**src/sv/gedlt_pkg.sv**
```systemverilog
// Shared types and constants for the GEDCOM line tokenizer.
// Used by gedlt_parse and gedcom_line_tokenizer; depends on nothing.
package gedlt_pkg;

  localparam int unsigned MAX_LINE_DEF = 512;
  localparam int unsigned POS_W        = 11;
  localparam int unsigned OFF_W        = 10;
  localparam int unsigned LEVEL_W      = 16;
  localparam int unsigned LINE_NUM_W   = 32;

  localparam logic [7:0] CHAR_AT   = 8'h40;
  localparam logic [7:0] CHAR_ZERO = 8'h30;
  localparam logic [7:0] CHAR_NINE = 8'h39;
  localparam logic [7:0] CHAR_SP   = 8'h20;
  localparam logic [7:0] CHAR_TAB  = 8'h09;
  localparam logic [7:0] CHAR_LF   = 8'h0A;
  localparam logic [7:0] CHAR_CR   = 8'h0D;

  localparam logic [POS_W-1:0]   POS_MAX   = '1;
  localparam logic [LEVEL_W-1:0] LEVEL_MAX = '1;

  // Result status codes
  localparam logic [2:0] ST_OK     = 3'd0;
  localparam logic [2:0] ST_LONG   = 3'd1;
  localparam logic [2:0] ST_NOLEV  = 3'd2;
  localparam logic [2:0] ST_INC    = 3'd3;
  localparam logic [2:0] ST_BLANKX = 3'd4;
  localparam logic [2:0] ST_NOWS   = 3'd5;

  // Parser phase within a line; PH_LEAD must stay zero (line start)
  typedef enum logic [3:0] {
    PH_LEAD   = 4'd0,
    PH_LEVEL  = 4'd1,
    PH_GAP1   = 4'd2,
    PH_XFIRST = 4'd3,
    PH_XBODY  = 4'd4,
    PH_XAFTER = 4'd5,
    PH_GAP2   = 4'd6,
    PH_TAG    = 4'd7,
    PH_VGAP   = 4'd8,
    PH_VALUE  = 4'd9,
    PH_ERR    = 4'd10
  } phase_e;

  // Per-line parse state, all zero at line start
  typedef struct packed {
    phase_e             phase;
    logic [POS_W-1:0]   char_pos;
    logic [LEVEL_W-1:0] level_acc;
    logic [OFF_W-1:0]   xref_begin;
    logic [OFF_W-1:0]   xref_length;
    logic [OFF_W-1:0]   tag_begin;
    logic [OFF_W-1:0]   tag_length;
    logic [OFF_W-1:0]   value_begin;
    logic [POS_W-1:0]   last_nonwhite;
    logic [2:0]         error_code;
    logic               saw_nonwhite;
  } line_t;

  // One result word
  typedef struct packed {
    logic [2:0]            status;
    logic [LEVEL_W-1:0]    level;
    logic                  has_xref;
    logic [OFF_W-1:0]      xref_start;
    logic [OFF_W-1:0]      xref_len;
    logic [OFF_W-1:0]      tag_start;
    logic [OFF_W-1:0]      tag_len;
    logic                  has_value;
    logic [OFF_W-1:0]      value_start;
    logic [OFF_W-1:0]      value_len;
    logic [LINE_NUM_W-1:0] line_number;
  } res_t;

endpackage

```
**src/sv/gedlt_parse.sv**
```systemverilog
// Per-character line parser: holds the line state and forms the result word
// at line end. Depends on gedlt_pkg.
module gedlt_parse #(
  parameter int unsigned MaxLine = gedlt_pkg::MAX_LINE_DEF
) (
  input  logic             clk_i,
  input  logic             rst_ni,
  input  logic             take_i,
  input  logic [7:0]       char_in_i,
  input  logic             line_end_i,
  output logic             res_valid_o,
  output gedlt_pkg::res_t  res_o
);

  localparam int unsigned LenW = gedlt_pkg::POS_W + 1;
  localparam int unsigned MulW = gedlt_pkg::LEVEL_W + 4;

  gedlt_pkg::line_t                        line_q, line_d;
  logic [gedlt_pkg::LINE_NUM_W-1:0]        lines_q, lines_next;
  logic                                    ws, dig, at, gap1;
  logic [3:0]                              dval;
  logic [gedlt_pkg::POS_W-1:0]             pos;
  logic [MulW-1:0]                         lev_mul;
  logic [LenW-1:0]                         len;
  logic [2:0]                              st;

  // Character classes
  assign ws  = (char_in_i == gedlt_pkg::CHAR_SP) || (char_in_i == gedlt_pkg::CHAR_TAB) ||
               (char_in_i == gedlt_pkg::CHAR_LF) || (char_in_i == gedlt_pkg::CHAR_CR);
  assign dig = (char_in_i >= gedlt_pkg::CHAR_ZERO) && (char_in_i <= gedlt_pkg::CHAR_NINE);
  assign at  = (char_in_i == gedlt_pkg::CHAR_AT);
  assign dval = 4'(char_in_i - gedlt_pkg::CHAR_ZERO);
  assign pos  = line_q.char_pos;

  // level * 10 + digit, by shift and add
  assign lev_mul = (MulW'(line_q.level_acc) << 3) + (MulW'(line_q.level_acc) << 1)
                   + MulW'(dval);

  // Next line state for this character
  always_comb begin
    line_d = line_q;
    gap1   = 1'b0;
    if (!ws) begin
      line_d.saw_nonwhite  = 1'b1;
      line_d.last_nonwhite = pos;
    end
    unique case (line_q.phase)
      gedlt_pkg::PH_LEAD: begin
        if (dig) begin
          line_d.level_acc = gedlt_pkg::LEVEL_W'(dval);
          line_d.phase     = gedlt_pkg::PH_LEVEL;
        end else if (!ws) begin
          line_d.error_code = gedlt_pkg::ST_NOLEV;
          line_d.phase      = gedlt_pkg::PH_ERR;
        end
      end
      gedlt_pkg::PH_LEVEL: begin
        if (dig) begin
          line_d.level_acc = (lev_mul > MulW'(gedlt_pkg::LEVEL_MAX)) ?
                             gedlt_pkg::LEVEL_MAX : lev_mul[gedlt_pkg::LEVEL_W-1:0];
        end else begin
          gap1 = 1'b1;
        end
      end
      gedlt_pkg::PH_GAP1: gap1 = 1'b1;
      gedlt_pkg::PH_XFIRST: begin
        if (at) begin
          line_d.error_code = gedlt_pkg::ST_BLANKX;
          line_d.phase      = gedlt_pkg::PH_ERR;
        end else begin
          line_d.phase = gedlt_pkg::PH_XBODY;
        end
      end
      gedlt_pkg::PH_XBODY: begin
        if (at) begin
          line_d.xref_length = pos[gedlt_pkg::OFF_W-1:0] - line_q.xref_begin + 1'b1;
          line_d.phase       = gedlt_pkg::PH_XAFTER;
        end
      end
      gedlt_pkg::PH_XAFTER: begin
        if (ws) begin
          line_d.phase = gedlt_pkg::PH_GAP2;
        end else begin
          line_d.error_code = gedlt_pkg::ST_NOWS;
          line_d.phase      = gedlt_pkg::PH_ERR;
        end
      end
      gedlt_pkg::PH_GAP2: begin
        if (!ws) begin
          line_d.tag_begin = pos[gedlt_pkg::OFF_W-1:0];
          line_d.phase     = gedlt_pkg::PH_TAG;
        end
      end
      gedlt_pkg::PH_TAG: begin
        if (ws) begin
          line_d.tag_length = pos[gedlt_pkg::OFF_W-1:0] - line_q.tag_begin;
          line_d.phase      = gedlt_pkg::PH_VGAP;
        end
      end
      gedlt_pkg::PH_VGAP: begin
        if (!ws) begin
          line_d.value_begin = pos[gedlt_pkg::OFF_W-1:0];
          line_d.phase       = gedlt_pkg::PH_VALUE;
        end
      end
      default: ;
    endcase
    // gap after the level; a non-digit ends the level and is handled here
    if (gap1) begin
      line_d.phase = gedlt_pkg::PH_GAP1;
      if (ws) begin
      end else if (at) begin
        line_d.xref_begin = pos[gedlt_pkg::OFF_W-1:0];
        line_d.phase      = gedlt_pkg::PH_XFIRST;
      end else begin
        line_d.tag_begin = pos[gedlt_pkg::OFF_W-1:0];
        line_d.phase     = gedlt_pkg::PH_TAG;
      end
    end
    line_d.char_pos = (pos != gedlt_pkg::POS_MAX) ? pos + 1'b1 : pos;
  end

  assign lines_next = lines_q + 1'b1;
  assign len        = LenW'(line_d.last_nonwhite) + 1'b1;

  // Result word from the state after this character
  always_comb begin
    res_o             = '0;
    res_o.level       = line_d.level_acc;
    res_o.line_number = lines_next;
    st                = gedlt_pkg::ST_OK;
    unique case (line_d.phase)
      gedlt_pkg::PH_TAG: begin
        res_o.tag_start = line_d.tag_begin;
        res_o.tag_len   = len[gedlt_pkg::OFF_W-1:0] - line_d.tag_begin;
      end
      gedlt_pkg::PH_VGAP: begin
        res_o.tag_start = line_d.tag_begin;
        res_o.tag_len   = line_d.tag_length;
      end
      gedlt_pkg::PH_VALUE: begin
        res_o.tag_start   = line_d.tag_begin;
        res_o.tag_len     = line_d.tag_length;
        res_o.has_value   = 1'b1;
        res_o.value_start = line_d.value_begin;
        res_o.value_len   = len[gedlt_pkg::OFF_W-1:0] - line_d.value_begin;
      end
      gedlt_pkg::PH_ERR: st = line_d.error_code;
      default:           st = gedlt_pkg::ST_INC;
    endcase
    if (st == gedlt_pkg::ST_OK && line_d.xref_length != '0) begin
      res_o.has_xref   = 1'b1;
      res_o.xref_start = line_d.xref_begin;
      res_o.xref_len   = line_d.xref_length;
    end
    // too long wins over every parse error
    if (len > LenW'(MaxLine)) st = gedlt_pkg::ST_LONG;
    if (st != gedlt_pkg::ST_OK) begin
      res_o.has_xref    = 1'b0;
      res_o.xref_start  = '0;
      res_o.xref_len    = '0;
      res_o.tag_start   = '0;
      res_o.tag_len     = '0;
      res_o.has_value   = 1'b0;
      res_o.value_start = '0;
      res_o.value_len   = '0;
      if (st == gedlt_pkg::ST_LONG || st == gedlt_pkg::ST_NOLEV) res_o.level = '0;
    end
    res_o.status = st;
  end

  assign res_valid_o = take_i && line_end_i && line_d.saw_nonwhite;

  // State registers; line state clears at every line end
  always_ff @(posedge clk_i or negedge rst_ni) begin
    if (!rst_ni) begin
      line_q  <= '0;
      lines_q <= '0;
    end else if (take_i) begin
      if (line_end_i) begin
        line_q  <= '0;
        lines_q <= lines_next;
      end else begin
        line_q <= line_d;
      end
    end
  end

endmodule

```
**src/sv/gedcom_line_tokenizer.sv**
```systemverilog
// GEDCOM line tokenizer top level: parser plus output register and skid stage.
// Depends on gedlt_pkg and gedlt_parse.
//
// Usage: text enters one byte per word on the input channel (in_valid_i /
// in_ready_o), with line_end_i set on the last byte of each line. Lines of
// whitespace only are counted but give no word. Every other line gives one
// result word on the output channel (out_valid_o / out_ready_i) holding the
// status, level, field offsets and lengths, and the running line number.
// Results are registered into the output register, or into the skid entry if it is held.
// Throughput: one byte per cycle; the per-byte state update is a single
// register stage. The output side has a result register and one skid entry,
// so input stays ready while one result waits; in_ready_o drops only when
// both hold a word, and rises again the cycle after the receiver takes one.
// Reset (rst_ni low, asynchronous) returns to line start, zeroes the line
// count and empties both output entries.
module gedcom_line_tokenizer #(
  parameter int unsigned MaxLine = gedlt_pkg::MAX_LINE_DEF
) (
  input  logic                               clk_i,
  input  logic                               rst_ni,
  input  logic                               in_valid_i,
  output logic                               in_ready_o,
  input  logic [7:0]                         char_in_i,
  input  logic                               line_end_i,
  output logic                               out_valid_o,
  input  logic                               out_ready_i,
  output logic [2:0]                         status_o,
  output logic [gedlt_pkg::LEVEL_W-1:0]      level_o,
  output logic                               has_xref_o,
  output logic [gedlt_pkg::OFF_W-1:0]        xref_start_o,
  output logic [gedlt_pkg::OFF_W-1:0]        xref_len_o,
  output logic [gedlt_pkg::OFF_W-1:0]        tag_start_o,
  output logic [gedlt_pkg::OFF_W-1:0]        tag_len_o,
  output logic                               has_value_o,
  output logic [gedlt_pkg::OFF_W-1:0]        value_start_o,
  output logic [gedlt_pkg::OFF_W-1:0]        value_len_o,
  output logic [gedlt_pkg::LINE_NUM_W-1:0]   line_number_o
);

  logic            take, res_valid, out_free;
  gedlt_pkg::res_t res;
  logic            out_valid_q, skid_valid_q;
  gedlt_pkg::res_t out_q, skid_q;

  assign in_ready_o = !skid_valid_q;
  assign take       = in_valid_i && in_ready_o;

  gedlt_parse #(
    .MaxLine (MaxLine)
  ) u_parse (
    .clk_i       (clk_i),
    .rst_ni      (rst_ni),
    .take_i      (take),
    .char_in_i   (char_in_i),
    .line_end_i  (line_end_i),
    .res_valid_o (res_valid),
    .res_o       (res)
  );

  assign out_free = !out_valid_q || out_ready_i;

  // Output register with one skid entry behind it
  always_ff @(posedge clk_i or negedge rst_ni) begin
    if (!rst_ni) begin
      out_valid_q  <= 1'b0;
      skid_valid_q <= 1'b0;
    end else if (out_free) begin
      if (skid_valid_q) begin
        out_valid_q  <= 1'b1;
        skid_valid_q <= res_valid;
      end else begin
        out_valid_q <= res_valid;
      end
    end else if (res_valid) begin
      skid_valid_q <= 1'b1;
    end
  end

  always_ff @(posedge clk_i) begin
    if (out_free) begin
      if (skid_valid_q) begin
        out_q <= skid_q;
        if (res_valid) skid_q <= res;
      end else if (res_valid) begin
        out_q <= res;
      end
    end else if (res_valid) begin
      skid_q <= res;
    end
  end

  assign out_valid_o   = out_valid_q;
  assign status_o      = out_q.status;
  assign level_o       = out_q.level;
  assign has_xref_o    = out_q.has_xref;
  assign xref_start_o  = out_q.xref_start;
  assign xref_len_o    = out_q.xref_len;
  assign tag_start_o   = out_q.tag_start;
  assign tag_len_o     = out_q.tag_len;
  assign has_value_o   = out_q.has_value;
  assign value_start_o = out_q.value_start;
  assign value_len_o   = out_q.value_len;
  assign line_number_o = out_q.line_number;

  // Skid entry is only ever filled behind a held output word
  a_skid_behind_out: assert property (@(posedge clk_i) disable iff (!rst_ni)
    skid_valid_q |-> out_valid_q)
    else $error("skid entry valid with output register empty");

  // A result is only formed from an accepted last byte of a line
  a_res_at_line_end: assert property (@(posedge clk_i) disable iff (!rst_ni)
    res_valid |-> (in_valid_i && in_ready_o && line_end_i))
    else $error("result formed without an accepted line end");

  // A stalled output word with a new result arriving fills the skid entry
  a_stall_fills_skid: assert property (@(posedge clk_i) disable iff (!rst_ni)
    (out_valid_q && !out_ready_i && res_valid) |=> skid_valid_q)
    else $error("result dropped while output stalled");

  // Status codes stay within the defined set
  a_status_range: assert property (@(posedge clk_i) disable iff (!rst_ni)
    out_valid_o |-> (status_o <= gedlt_pkg::ST_NOWS))
    else $error("undefined status code on output");

endmodule

```
**config.mk**
```make
export PLATFORM = sky130hd
export DESIGN_NAME = gedcom_line_tokenizer
export DESIGN_NICKNAME = d
export VERILOG_FILES = /design/src/sv/gedlt_pkg.sv /design/src/sv/gedlt_parse.sv /design/src/sv/gedcom_line_tokenizer.sv
export SDC_FILE = /design/constraint.sdc
export NUM_CORES = 1
export LEC_CHECK = 0
export ABC_AREA = 0
export BUFFER_PORTS_ARGS = -buffer_cell sky130_fd_sc_hd__buf_4
export CAP_MARGIN = 25
export CELL_PAD_IN_SITES_DETAIL_PLACEMENT = 1
export CELL_PAD_IN_SITES_GLOBAL_PLACEMENT = 1
export CORE_UTILIZATION = 49
export DETAILED_ROUTE_END_ITERATION = 16
export GPL_TIMING_DRIVEN = 0
export PLACE_DENSITY = 0.86
export SYNTH_ARGS = -nofsm -noshare
export SYNTH_HDL_FRONTEND = slang
export SYNTH_SLANG_ARGS = --single-unit
```
**constraint.sdc**
```tcl
create_clock -name clk_i -period 8.61 [get_ports clk_i]
set_input_delay 1.722 -clock clk_i [delete_from_list [all_inputs] [get_ports clk_i]]
set_output_delay 1.722 -clock clk_i [all_outputs]
set_load 0.1 [all_outputs]
```
# After elaboration in Yosys (flattened, before gate mapping)
# Index checks and enable logic that the tools add are counted.
# word_totals
memories,0
output_inout_bits,115
mem_bits_ro,0
inputBits,13
latch_bits,0
wordCells,153
ram_bits,0
regBits,356
# op_classes
multipliers,0
n_addsub,11
shift,0
div_mod_pow,0
reduce_logical,24
order_cmp,4
n_bitwise,0
mux,57
n_eq_ne,21
# op_table
op,count
two-way mux 113 bit,5
two-way mux 10 bit,14
two-way mux 96 bit,1
two-way mux 78 bit,1
two-way mux 16 bit,4
two-way mux 21 bit,2
two-way mux 4 bit,10
one-hot mux 20 bit (2 select lines),1
subtractor 10 bit,4
adder 32 x 1 -> 32 bit (second input constant),1
one-hot mux 16 bit (2 select lines),1
one-hot mux 4 bit (7 select lines),1
equality test 8 x 4 -> 1 bit (second input constant),3
two-way mux 11 bit,2
adder 19 x 17 -> 20 bit,1
adder 20 x 4 -> 20 bit,1
equality test 4 x 3 -> 1 bit (second input constant),5
> comparator 20 x 16 -> 1 bit (second input constant),1
two-way mux 3 bit,6
equality test 4 bit (second input constant),4
adder 11 x 1 -> 12 bit (second input constant),1
> comparator 12 x 10 -> 1 bit (second input constant),1
adder 11 x 1 -> 11 bit (second input constant),1
inequality test 11 bit (second input constant),1
other kinds (26),45

# Logic depth before layout (Yosys ltp)
# Gate-level depths: netlist of run 1.
# depth
word_depth,19
depth_mapped,21
depth_no_buf,19

# Modules after synthesis
# A second synthesis of run 1 with hierarchy kept.
# hier_totals
cells_unflattened,1571
area_unflattened_um2,18527.8
# by_module_without_submodules
module,cells_per_inst,n_inst,area_per_inst_um2
gedlt_parse,1209,1,10219.8
gedcom_line_tokenizer,362,1,8308.0

# Least setup slack after synthesis of run 1
# No wires, ideal clock.
# synth_timing
kind,input to register
startpoint,input port char_in_i[1]
endpoint,"register out_q, in the netlist has_value_o, enable pin"
cell_stages,7
setup_ps,587
setup_slack_ps,488
arrival_ps,7535
cell_sequence,and3b_1 o211a_4 nor2_4 buf_6 o21ai_0 and2_1 nor2_1
# synth_via
elab_chain_len,8
# synth_lines
item,line_no,source
"start, declared",gedcom_line_tokenizer.sv:23,"input logic [7:0] char_in_i,"
equality test 8 x 6 -> 1 bit / equality test 8 x 4 -> 1 bit (equally long branches),gedlt_parse.sv:28,assign ws = (char_in_i == gedlt_pkg::CHAR_SP) || (char_in_i == gedlt_pkg::CHAR_TAB) ||
logical OR 1 bit (2 in series),gedlt_parse.sv:28,
logical OR 1 bit (*),gedlt_parse.sv:29,(char_in_i == gedlt_pkg::CHAR_LF) || (char_in_i == gedlt_pkg::CHAR_CR);
two-way mux 1 bit (*),gedlt_parse.sv:43,if (!ws) begin
logical AND 1 bit (*),gedlt_parse.sv:172,assign res_valid_o = take_i && line_end_i && line_d.saw_nonwhite;
nonzero test 2 bit (no source line) (*),--,
AND reduction 2 bit (no source line) (*),--,
"end signal, assigned",gedcom_line_tokenizer.sv:82,out_q <= skid_q;
"end signal, assigned",gedcom_line_tokenizer.sv:85,out_q <= res;
"end, declared",gedcom_line_tokenizer.sv:43,"gedlt_pkg::res_t out_q, skid_q;"
# Mark *: on every way between the ends. The rest lies on a longest branch, timed or not.
# A chain may end at the register's enable or synchronous reset.

# Worst setup path after layout of run 1
# layout_timing
startpoint,input port char_in_i[1]
endpoint,"register out_q, in the netlist tag_len_o[9] (data pin)"
# layout_via
elab_chain_len,16
# layout_lines
item,line_no,source
branches (longest 13 deep; another with adder 11 x 1 -> 12 bit),--,
two-way mux 78 bit (*),gedlt_parse.sv:158,if (st != gedlt_pkg::ST_OK) begin
two-way mux 113 bit (*),gedcom_line_tokenizer.sv:84,end else if (res_valid) begin
two-way mux 113 bit (*),gedcom_line_tokenizer.sv:81,if (skid_valid_q) begin
# Every way passes the cells marked *. The select of a mux whose other input is x is not followed.

==> results.cfg, run 1 <==
[drt]
routed_wl_mm = 58.4
wl_per_cell_um = 24.1
avgViaCountPerCell = 6.02
detail-route-antenna-nets = 0
detailedRoute.firstIterationViolations = 1160
drtPass1Iterations = 7
via_count = 14600
post-route-drc-count = 0

[outcome]
status = finished clean

[die]
die_height_um = 197
core_area_um2 = 37000
initial_utilization_pct = 50.2
io-pin-count = 128
dieArea_um2 = 38600
row_count = 70
dieWidth_um = 197

[pwr]
power.total_uw = 5730
p_seq_share_pct = 35.9
switching_power_uw = 2140
ir_drop_mv = 0.174
p_per_area_nw_per_um2 = 264
leakage_uw = 0.00876
swShare_pct = 37.2
clock_power_share_pct = 32.2
pwr-share-comb_pct = 31.9
power.internal_uw = 3600

[yosys]
async_flop_share_pct = 36.5
synth.distinct_cells = 84
synth_area_leader_cell = edfxtp_1
synth_common_cells = 226 x edfxtp_1, 216 x nand2_1, 183 x nor2_1
syn_inst = 1711
ys_seq_elements = 356
synth-edff-count = 226
synth.area.top_cells = edfxtp_1 37%, dfrtp_1 18%, ha_1 5.3%
syn_area_per_cell_um2 = 10.8
yosysMostFrequentCell = edfxtp_1
ys_warn_count = 0
yosysTopAreaCellShare_pct = 36.6
ys.flop_type = edfxtp_1
syn_nets = 1808
synth_area_um2 = 18600
seq_area_frac_synth_pct = 54.1

[global_routing]
grtUsageTotal_pct = 30.6
overflow = 0
grt_max_degree = 84
grt_pass1_vias = 15400
grt_antenna_before_repair = 0
grt_pass1_wl_mm = 89.8

[sta]
drv_slew = 0
relSlewSlack_pct = 31.6
fin_worst_skew_ns = 0.0177
fin_crit_ns = 7.02
period_share_pct = 81.6
rsz0062_at_grt = no
worstMarginPinSlew_ns = 1.02
hold_violations = 0
setup_viol = 0
fmax_ghz = 0.142

[placement]
post-place-cells = 2349
dp_hpwl_mm = 41.5
io_buffer_count = 126
place_congestion = 0.960

[final_layout]
stdcell_count = 2424
fin_util_pct = 58.9
drive_gt1_share_pct = 14.6
diodes = 0
areaGrowthSynthToFinish_pct = 17.3
nNetsFinal = 1985

[cts]
post-cts-setup-buffer-count = 0
cts_max_path_buffers = 3
clk_latency_ns = 0.57
htree_levels = 2
cts_made_buffers = 40
root_buffer = clkbuf_16
cts_tree = done
cts_resized = 0
cts.clk_slew.worst_paths_ns = 0.06
cts-hold-fix-buffers = 0
cts.sinks = 356

[worst_setup_path]
crit_fanout = 10
arrival_ns = 7.42
crit_path_end_kind = flop
critPathLaunchType = input port
cp_slowest_cell = o21ai_0
slowest_delay_ns = 0.80
path_cells = buf_4, and3b_1, o211ai_1, nand2_1, clkbuf_1, o21ai_0, ha_1, clkbuf_1, nand3_1, xor2_1, o21ai_0, ha_1, and4_1, nor2_1, a211oi_1, a31oi_1, xnor2_1, a22oi_1, o31ai_1
crit_required_ns = 9.01
critical_path_class = input port to flop

[flow_run]
maxCapViolCount = 0

[min_path]
hp-class = flop to flop
routing by layer:
| metal | global-route usage, % | vias to the layer above | routed length (um) |
|---|---|---|---|
| li1 | - | 6538 | - |
| met1 | 38.0 | 7359 | 23400 |
| met2 | 51.9 | 540 | 28800 |
| met3 | 5.54 | 149 | 3550 |
| met4 | 14.1 | 0 | 2660 |
| met5 | 0 | - | 0 |
state kept, by name, summed over array words and instances, names as in the netlist:
signal / cells
level_o: 16
u_parse.line_q: 85
has_xref_o: 1
value_len_o: 10
tag_start_o: 10
value_start_o: 10
skid_valid_q: 1
out_valid_o: 1
xref_start_o: 10
has_value_o: 1
u_parse.lines_q: 32
line_number_o: 32
skid_q: 113
status_o: 3
xref_len_o: 10
u_parse.pos: 11
tag_len_o: 10
per-stage QoR:
step	area (um2)	setup TNS, ns	hold slack [ns]	setup WS [ns]
floorplan	18600	0	0.442	0.488
global placement	20100	-533.41	0.456	-2.48
detailed placement	20300	0	0.467	1.19
CTS	21700	0	0.481	1.74
global route	21800	0	0.504	1.34
finish	21800	0	0.486	1.59
kinds of logic after synthesis:
logic type	after synthesis	share of synthesized area [%]
XOR/XNOR	125	5.90
adder cells (fa/ha/maj)	84	5.91
AO/OA/AOI/OAI	381	13.3
flip-flops	356	54.1
multiplexers	73	4.18
AND/OR/NAND/NOR	565	13.8
buffers and inverters	127	2.82
cells in the final DEF (no fill, tap or decap), drive strengths merged, types with 10 or more instances in the layout:
master,Yosys,final
xor2,45,45
a22o,22,22
edfxtp,226,226
dfrtp,130,130
a21oi,76,76
nand4,10,10
and2,12,12
nand2,216,216
buf,18,152
inv,40,42
nor2b,14,14
mux2i,38,38
mux2,35,35
o21ai,124,124
ha,78,78
clkbuf,68,120
a22oi,19,19
a21o,14,14
clkinv,1,15
nor2,186,186
xnor2,80,80
nand3,34,34
o31ai,48,48
o22ai,18,18
nor3,39,39
worst max-delay path: cells and delay by family:
kind | cells | cell delay (ns)
AO/OA/AOI/OAI | 7 | 2.68
buffers and inverters | 3 | 0.83
adder cells (fa/ha/maj) | 2 | 0.63
AND/OR/NAND/NOR | 5 | 1.06
XOR/XNOR | 2 | 0.48
area by class of cell:
type                       count  area [um2]
tap                          504         631
fill                        3944       15200
multi-input combinational   1228        8000
clock buffer                  51        1140
sequential                   356       10000
buffer                        86         369
inverter                      41         154
clock inverter                23         283
timing repair buffer         135        1140
worst paths after layout:
check	startpoint	slack [ns]	cells past startpoint	to
worst max-delay path	char_in_i[1]	1.59	19	tag_len_o[9]$_DFFE_PP_
min in group asynchronous	rst_ni	1.23	1	u_parse.line_q[21]$_DFFE_PN0P_
worst min-delay path	u_parse.line_q[28]$_DFFE_PN0P_	0.49	2	u_parse.line_q[28]$_DFFE_PN0P_
worst max register to register	u_parse.pos[0]$_DFFE_PN0P_	3.01	15	tag_len_o[9]$_DFFE_PP_
max in group asynchronous	rst_ni	6.58	2	u_parse.line_q[69]$_DFFE_PN0P_
worst min register to register	u_parse.line_q[28]$_DFFE_PN0P_	0.49	2	u_parse.line_q[28]$_DFFE_PN0P_
power groups by stage:
stage,Sequential [uW],Clock (uW),Combinational [uW]
5_1_grt,2060,1920,1940
3_5_place_dp,2090,0,1780
3_3_place_gp,2090,0,1700
4_1_cts,2050,1860,1810
6_report,2060,1850,1830
2_1_floorplan,2400,0,934
Power figures use the tool's default switching activity.
==> run 2: changes to the inputs <==
--- a/config.mk
+++ b/config.mk
@@ -10,10 +10,10 @@
 export CAP_MARGIN = 25
 export CELL_PAD_IN_SITES_DETAIL_PLACEMENT = 1
 export CELL_PAD_IN_SITES_GLOBAL_PLACEMENT = 1
-export CORE_UTILIZATION = 49
+export CORE_UTILIZATION = 44
 export DETAILED_ROUTE_END_ITERATION = 16
 export GPL_TIMING_DRIVEN = 0
-export PLACE_DENSITY = 0.86
+export PLACE_DENSITY = 0.81
 export SYNTH_ARGS = -nofsm -noshare
 export SYNTH_HDL_FRONTEND = slang
 export SYNTH_SLANG_ARGS = --single-unit
==> constraint.sdc (replaced) <==
create_clock -name clk_i -period 5.85 [get_ports clk_i]
set_input_delay 1.17 -clock clk_i [delete_from_list [all_inputs] [get_ports clk_i]]
set_output_delay 1.17 -clock clk_i [all_outputs]
set_load 0.1 [all_outputs]
==> results.cfg, run 2 (synthesis gave the netlist of run 1 again) <==
[placement]
placed_area_um2 = 20300
place_congestion = 0.949
io_buffer_count = 126
dp_hpwl_mm = 41.1

[sta]
timing.hold.ws_ns = 0.481
rsz0062_at_grt = no
setup_viol = 0
worstMarginPinSlew_ns = 0.971
fmax_ghz = 0.180
period_share_pct = 94.8
fin_worst_skew_ns = 0.0139
drv_slew = 0
fin_crit_ns = 5.54
relSlewSlack_pct = 35.3
hold_violations = 0

[cts]
clk_latency_ns = 0.57
htree_levels = 2
cts_made_buffers = 40
cts-hold-fix-buffers = 0
cts_tree = done
root_buffer = clkbuf_16
cts_max_path_buffers = 3
post-cts-setup-buffer-count = 0
cts.sinks = 356
cts.clk_slew.worst_paths_ns = 0.06

[pwr]
p_seq_share_pct = 36.6
swShare_pct = 37.8
leakage_uw = 0.00871
clock_power_share_pct = 31.0
power.internal_uw = 5140
p_per_area_nw_per_um2 = 381
switching_power_uw = 3120
pwr-share-comb_pct = 32.4
ir_drop_mv = 0.297
power.total_uw = 8260

[final_layout]
nNetsFinal = 1984
diodes = 0
design_area_um2 = 21700
reg_top3 = skid_q: 113 flops, u_parse.line_q: 85 flops
fillers = 4418
fin_util_pct = 52.6
largest_reg_flops = 113
layout_commonest_cell = edfxtp_1
drive_gt1_share_pct = 14.6
areaGrowthSynthToFinish_pct = 16.8
final_cell_mix = 226 x edfxtp_1, 215 x nand2_1, 181 x nor2_1
largest-register = skid_q

[global_routing]
top_usage_layer = met2
grt_pass1_vias = 15300
grt_util_met3_pct = 3.99
grt_max_degree = 72
grtUsageTotal_pct = 26.7
grtUsageMet2_pct = 46.2
grtUsageMet1_pct = 33.5
overflow = 0
grt_pass1_wl_mm = 89.2
grt_antenna_before_repair = 0

[drt]
routed_wl_mm = 56.7
post-route-drc-count = 0
drtPass1Iterations = 5
detailedRoute.firstIterationViolations = 1059
wl_per_cell_um = 23.1
detail-route-antenna-nets = 0
via_count = 14300
avgViaCountPerCell = 5.83

[worst_setup_path]
critical_path_class = input port to flop
reg2reg_depth = 18
crit_path_end_kind = flop
reg2reg_slack_ns = 0.50
crit_required_ns = 6.22
arrival_ns = 5.92
crit_fanout = 10
critPathLaunchType = input port
timing.rr.end = tag_len_o[8]$_DFFE_PP_
rr_startpoint = u_parse.line_q[94]$_DFFE_PN0P_

[flow_run]
maxCapViolCount = 0

[min_path]
whs_endpoint = u_parse.line_q[17]$_DFFE_PN0P_
min_delay_path_depth = 2
hp-class = flop to flop
worstHoldStart = u_parse.line_q[17]$_DFFE_PN0P_

[die]
io-pin-count = 128
row_count = 74
dieArea_um2 = 43000
initial_utilization_pct = 45.0
core_area_um2 = 41200
dieWidth_um = 207
die_height_um = 207

[outcome]
status = finished clean
[run 2: cell types whose count changed in the layout (fill, tap and decap cells not counted), moves of 2 or more]
cell,before,now
bufinv_16,6,2
buf_16,3,1
clkbuf_8,3,5
clkinv_1,7,9
inv_6,2,0
[run 2: repair_timing]
item                                    4_1_cts  5_1_grt
resized for setup                             3        1
endpoints found under the setup margin       67       16
cloned                                        0        0
[run 2: final cells by class]
cell class / instances / area, um2 / area share [%]
sequential: 356 / 10000 / 46.3
multi-input combinational: 1228 / 8010 / 37.0
clock buffer: 54 / 1170 / 5.39
timing repair buffer: 135 / 1110 / 5.14
tap: 532 / 666 / 3.07
buffer: 85 / 367 / 1.69
clock inverter: 20 / 156 / 0.722
inverter: 41 / 154 / 0.710
[run 2: routing by layer]
metal / up-vias / part of all wire [%]
met1: 7256 / 42
met3: 100 / 4.7
met5: - / 0
li1: 6543 / -
met4: 0 / 3.7
met2: 382 / 50
[run 2: stage by stage]
step                      setup slack, ns  std cells  setup TNS (ns)
after floorplan                     0.185       1711               0
after global routing               0.0653       2451               0
after detailed placement           -0.880       2377          -81.93
after CTS                          0.0620       2451               0
final                               0.305       2451               0
after global placement              -1.82       2369         -467.13
[run 2: worst max-delay path by stage]
stage,end,start,slack [ns],cells after the start
2_1_floorplan,has_value_o$_DFFE_PP_,char_in_i[1],0.19,7
3_3_place_gp,skid_q[5]$_DFFE_PP_,line_end_i,-1.82,5
3_5_place_dp,value_start_o[6]$_DFFE_PP_,char_in_i[1],-0.88,18
4_1_cts,value_start_o[6]$_DFFE_PP_,char_in_i[1],0.06,18
5_1_grt,value_len_o[5]$_DFFE_PP_,char_in_i[1],0.07,18
6_report,value_start_o[7]$_DFFE_PP_,char_in_i[1],0.31,18
[run 2: critical path, stage by stage]
cell and delay [ns]:
buf_4 0.15, nor3b_1 0.32, o211ai_1 0.17, nand2_2 0.25
clkbuf_2 0.28, nand2_1 0.10, o21ai_2 0.15, ha_1 0.47
nand2_1 0.12, nor3_1 0.24, xnor2_1 0.16, mux2i_1 0.21
o41ai_2 0.48, nand3_1 0.32, nor2_1 0.36, nand3_1 0.27
clkbuf_1 0.34, o21ai_0 0.32
[run 2: power by group through the flow]
stage | combinational [uW] | sequential, uW | clock [uW]
2_1_floorplan | 1380 | 3520 | 0
3_3_place_gp | 2510 | 3070 | 0
3_5_place_dp | 2620 | 3070 | 0
4_1_cts | 2650 | 3020 | 2590
5_1_grt | 2840 | 3040 | 2680
6_report | 2680 | 3020 | 2560
==> run 3: changes to the inputs <==
--- a/config.mk
+++ b/config.mk
@@ -14,6 +14,7 @@
 export DETAILED_ROUTE_END_ITERATION = 16
 export GPL_TIMING_DRIVEN = 0
 export PLACE_DENSITY = 0.81
+export REMOVE_ABC_BUFFERS = 1
 export SYNTH_ARGS = -nofsm -noshare
 export SYNTH_HDL_FRONTEND = slang
 export SYNTH_SLANG_ARGS = --single-unit
==> results.cfg, run 3 (synthesis gave the netlist of run 1 again) <==
[cts]
cts_max_path_buffers = 3
clk_latency_ns = 0.57
cts_resized = 3
cts-hold-fix-buffers = 0
cts_made_buffers = 41
post-cts-setup-buffer-count = 0
cts.sinks = 356
root_buffer = clkbuf_16
htree_levels = 2
cts_tree = done
cts.clk_slew.worst_paths_ns = 0.06

[sta]
worstMarginPinSlew_ns = 1.00
fin_worst_skew_ns = 0.0147
fin_crit_ns = 5.47
rsz0062_at_grt = no
hold_violations = 0
period_share_pct = 93.5
fin_ws_ns = 0.379
relSlewSlack_pct = 33.0
setup_viol = 0
drv_slew = 0
fmax_ghz = 0.183

[pwr]
switching_power_uw = 2980
ir_drop_mv = 0.251
p_seq_share_pct = 37.3
leakage_uw = 0.00868
power.total_uw = 8210
swShare_pct = 36.3
p_per_area_nw_per_um2 = 381
clock_power_share_pct = 32.0
power.internal_uw = 5230
pwr-share-comb_pct = 30.7

[final_layout]
nNetsFinal = 1909
largest-register = skid_q
fillers = 4385
areaGrowthSynthToFinish_pct = 16.2
reg_top3 = skid_q: 113 flops, u_parse.line_q: 85 flops
largest_reg_flops = 113
ff_latch_area_um2 = 10000
final_cell_mix = 226 x edfxtp_1, 213 x nand2_1, 180 x nor2_1
multi_input_area_um2 = 8040
diodes = 0
layout_commonest_cell = edfxtp_1
design_area_um2 = 21600
drive_gt1_share_pct = 15.2

[worst_setup_path]
reg2reg_slack_ns = 0.98
arrival_ns = 5.81
crit_path_start = char_in_i[3]
timing.rr.end = tag_len_o[8]$_DFFE_PP_
slowest_delay_ns = 0.55
crit_path_end_kind = flop
cp_slowest_cell = o41ai_2
rr_startpoint = u_parse.line_q[92]$_DFFE_PN0P_
crit_fanout = 20
path_cells = buf_4, nor3b_1, o211ai_1, nand2_2, nand2_1, o21ai_2, ha_1, nand3_1, nor2_1, xnor2_1, mux2i_1, o41ai_2, and3_1, and2_1, nand2_1, o31ai_1
critPathLaunchType = input port
critical_path_class = input port to flop
crit_path_frequent_cell = nand2_1
crit_required_ns = 6.19
reg2reg_depth = 14

[drt]
routed_wl_mm = 48.9
wl_met2_mm = 24.7
avgViaCountPerCell = 5.71
detail-route-antenna-nets = 0
top_layer = met4
detailedRoute.firstIterationViolations = 646
via_count = 13600
drt-met1-wl_mm = 21.2
dr_wl_met3_mm = 1.74
wl_per_cell_um = 20.6
drtPass1Iterations = 5
post-route-drc-count = 0

[global_routing]
overflow = 0
grtUsageTotal_pct = 23.0
grt_pass1_vias = 14400
grt_max_degree = 71
grt_antenna_before_repair = 0
grt_pass1_wl_mm = 79.0

[die]
die_height_um = 207
dieArea_um2 = 43000
initial_utilization_pct = 45.0
core_area_um2 = 41200
io-pin-count = 128
dieWidth_um = 207
row_count = 74

[placement]
dp_hpwl_mm = 34.2
place_ws_ns = -0.986
io_buffer_count = 127
place_congestion = 0.885
placed_area_um2 = 20200

[outcome]
status = finished clean

[min_path]
worstHoldStart = u_parse.line_q[27]$_DFFE_PN0P_
whs_endpoint = u_parse.line_q[27]$_DFFE_PN0P_
min_delay_path_depth = 2
hp-class = flop to flop

[flow_run]
maxCapViolCount = 0
run 3: worst max-delay path by stage:
stage	slack, ns	cells after the start	to
detailed placement	-0.99	15	xref_start_o[8]$_DFFE_PP_
global placement	-10.51	5	skid_q[100]$_DFFE_PP_
CTS	0.20	16	xref_start_o[1]$_DFFE_PP_
global route	0.03	16	skid_q[50]$_DFFE_PP_
floorplan	-5.10	6	has_value_o$_DFFE_PP_
finish	0.38	16	tag_start_o[9]$_DFFE_PP_
run 3: worst max-delay path, delay by kind of cell:
kind | cells | cell delay, ns
AOI/OAI and AO/OA | 4 | 1.39
buffers and inverters | 1 | 0.15
muxes | 1 | 0.24
adders and majority gates | 1 | 0.46
and+or+nand+nor | 8 | 2.20
xor gates and xnor gates | 1 | 0.14
run 3: power by group through the flow:
stage / combinational (uW) / sequential, uW / clock, uW
after floorplan: 1260 / 3570 / 0
after global placement: 2320 / 3130 / 0
after detailed placement: 2500 / 3110 / 0
after CTS: 2520 / 3070 / 2690
after global routing: 2700 / 3090 / 2770
final: 2520 / 3070 / 2620
run 3: stage by stage:
stage               utilization (%)  setup TNS (ns)  hold slack (ns)  std cells
finish                         52.3               0            0.482       2377
global route                   52.3               0            0.511       2377
CTS                            52.3               0            0.489       2376
detailed placement             48.9          -85.61            0.467       2300
global placement               48.1        -2911.57            0.455       2284
floorplan                         -        -1236.01            0.442       1625
run 3: metal layers:
layer	up-vias	track usage [%]
met5	-	0
met4	0	7.95
met3	85	2.84
met2	262	39.9
met1	6857	29.5
li1	6371	-
run 3: layout make-up:
class / count / share of cell area [%]
Multi-Input combinational cell: 1228 / 37.3
Inverter: 41 / 0.714
Clock inverter: 17 / 0.853
Timing Repair Buffer: 144 / 6.03
Clock buffer: 59 / 5.45
Sequential cell: 356 / 46.6
Tap cell: 532 / 3.09
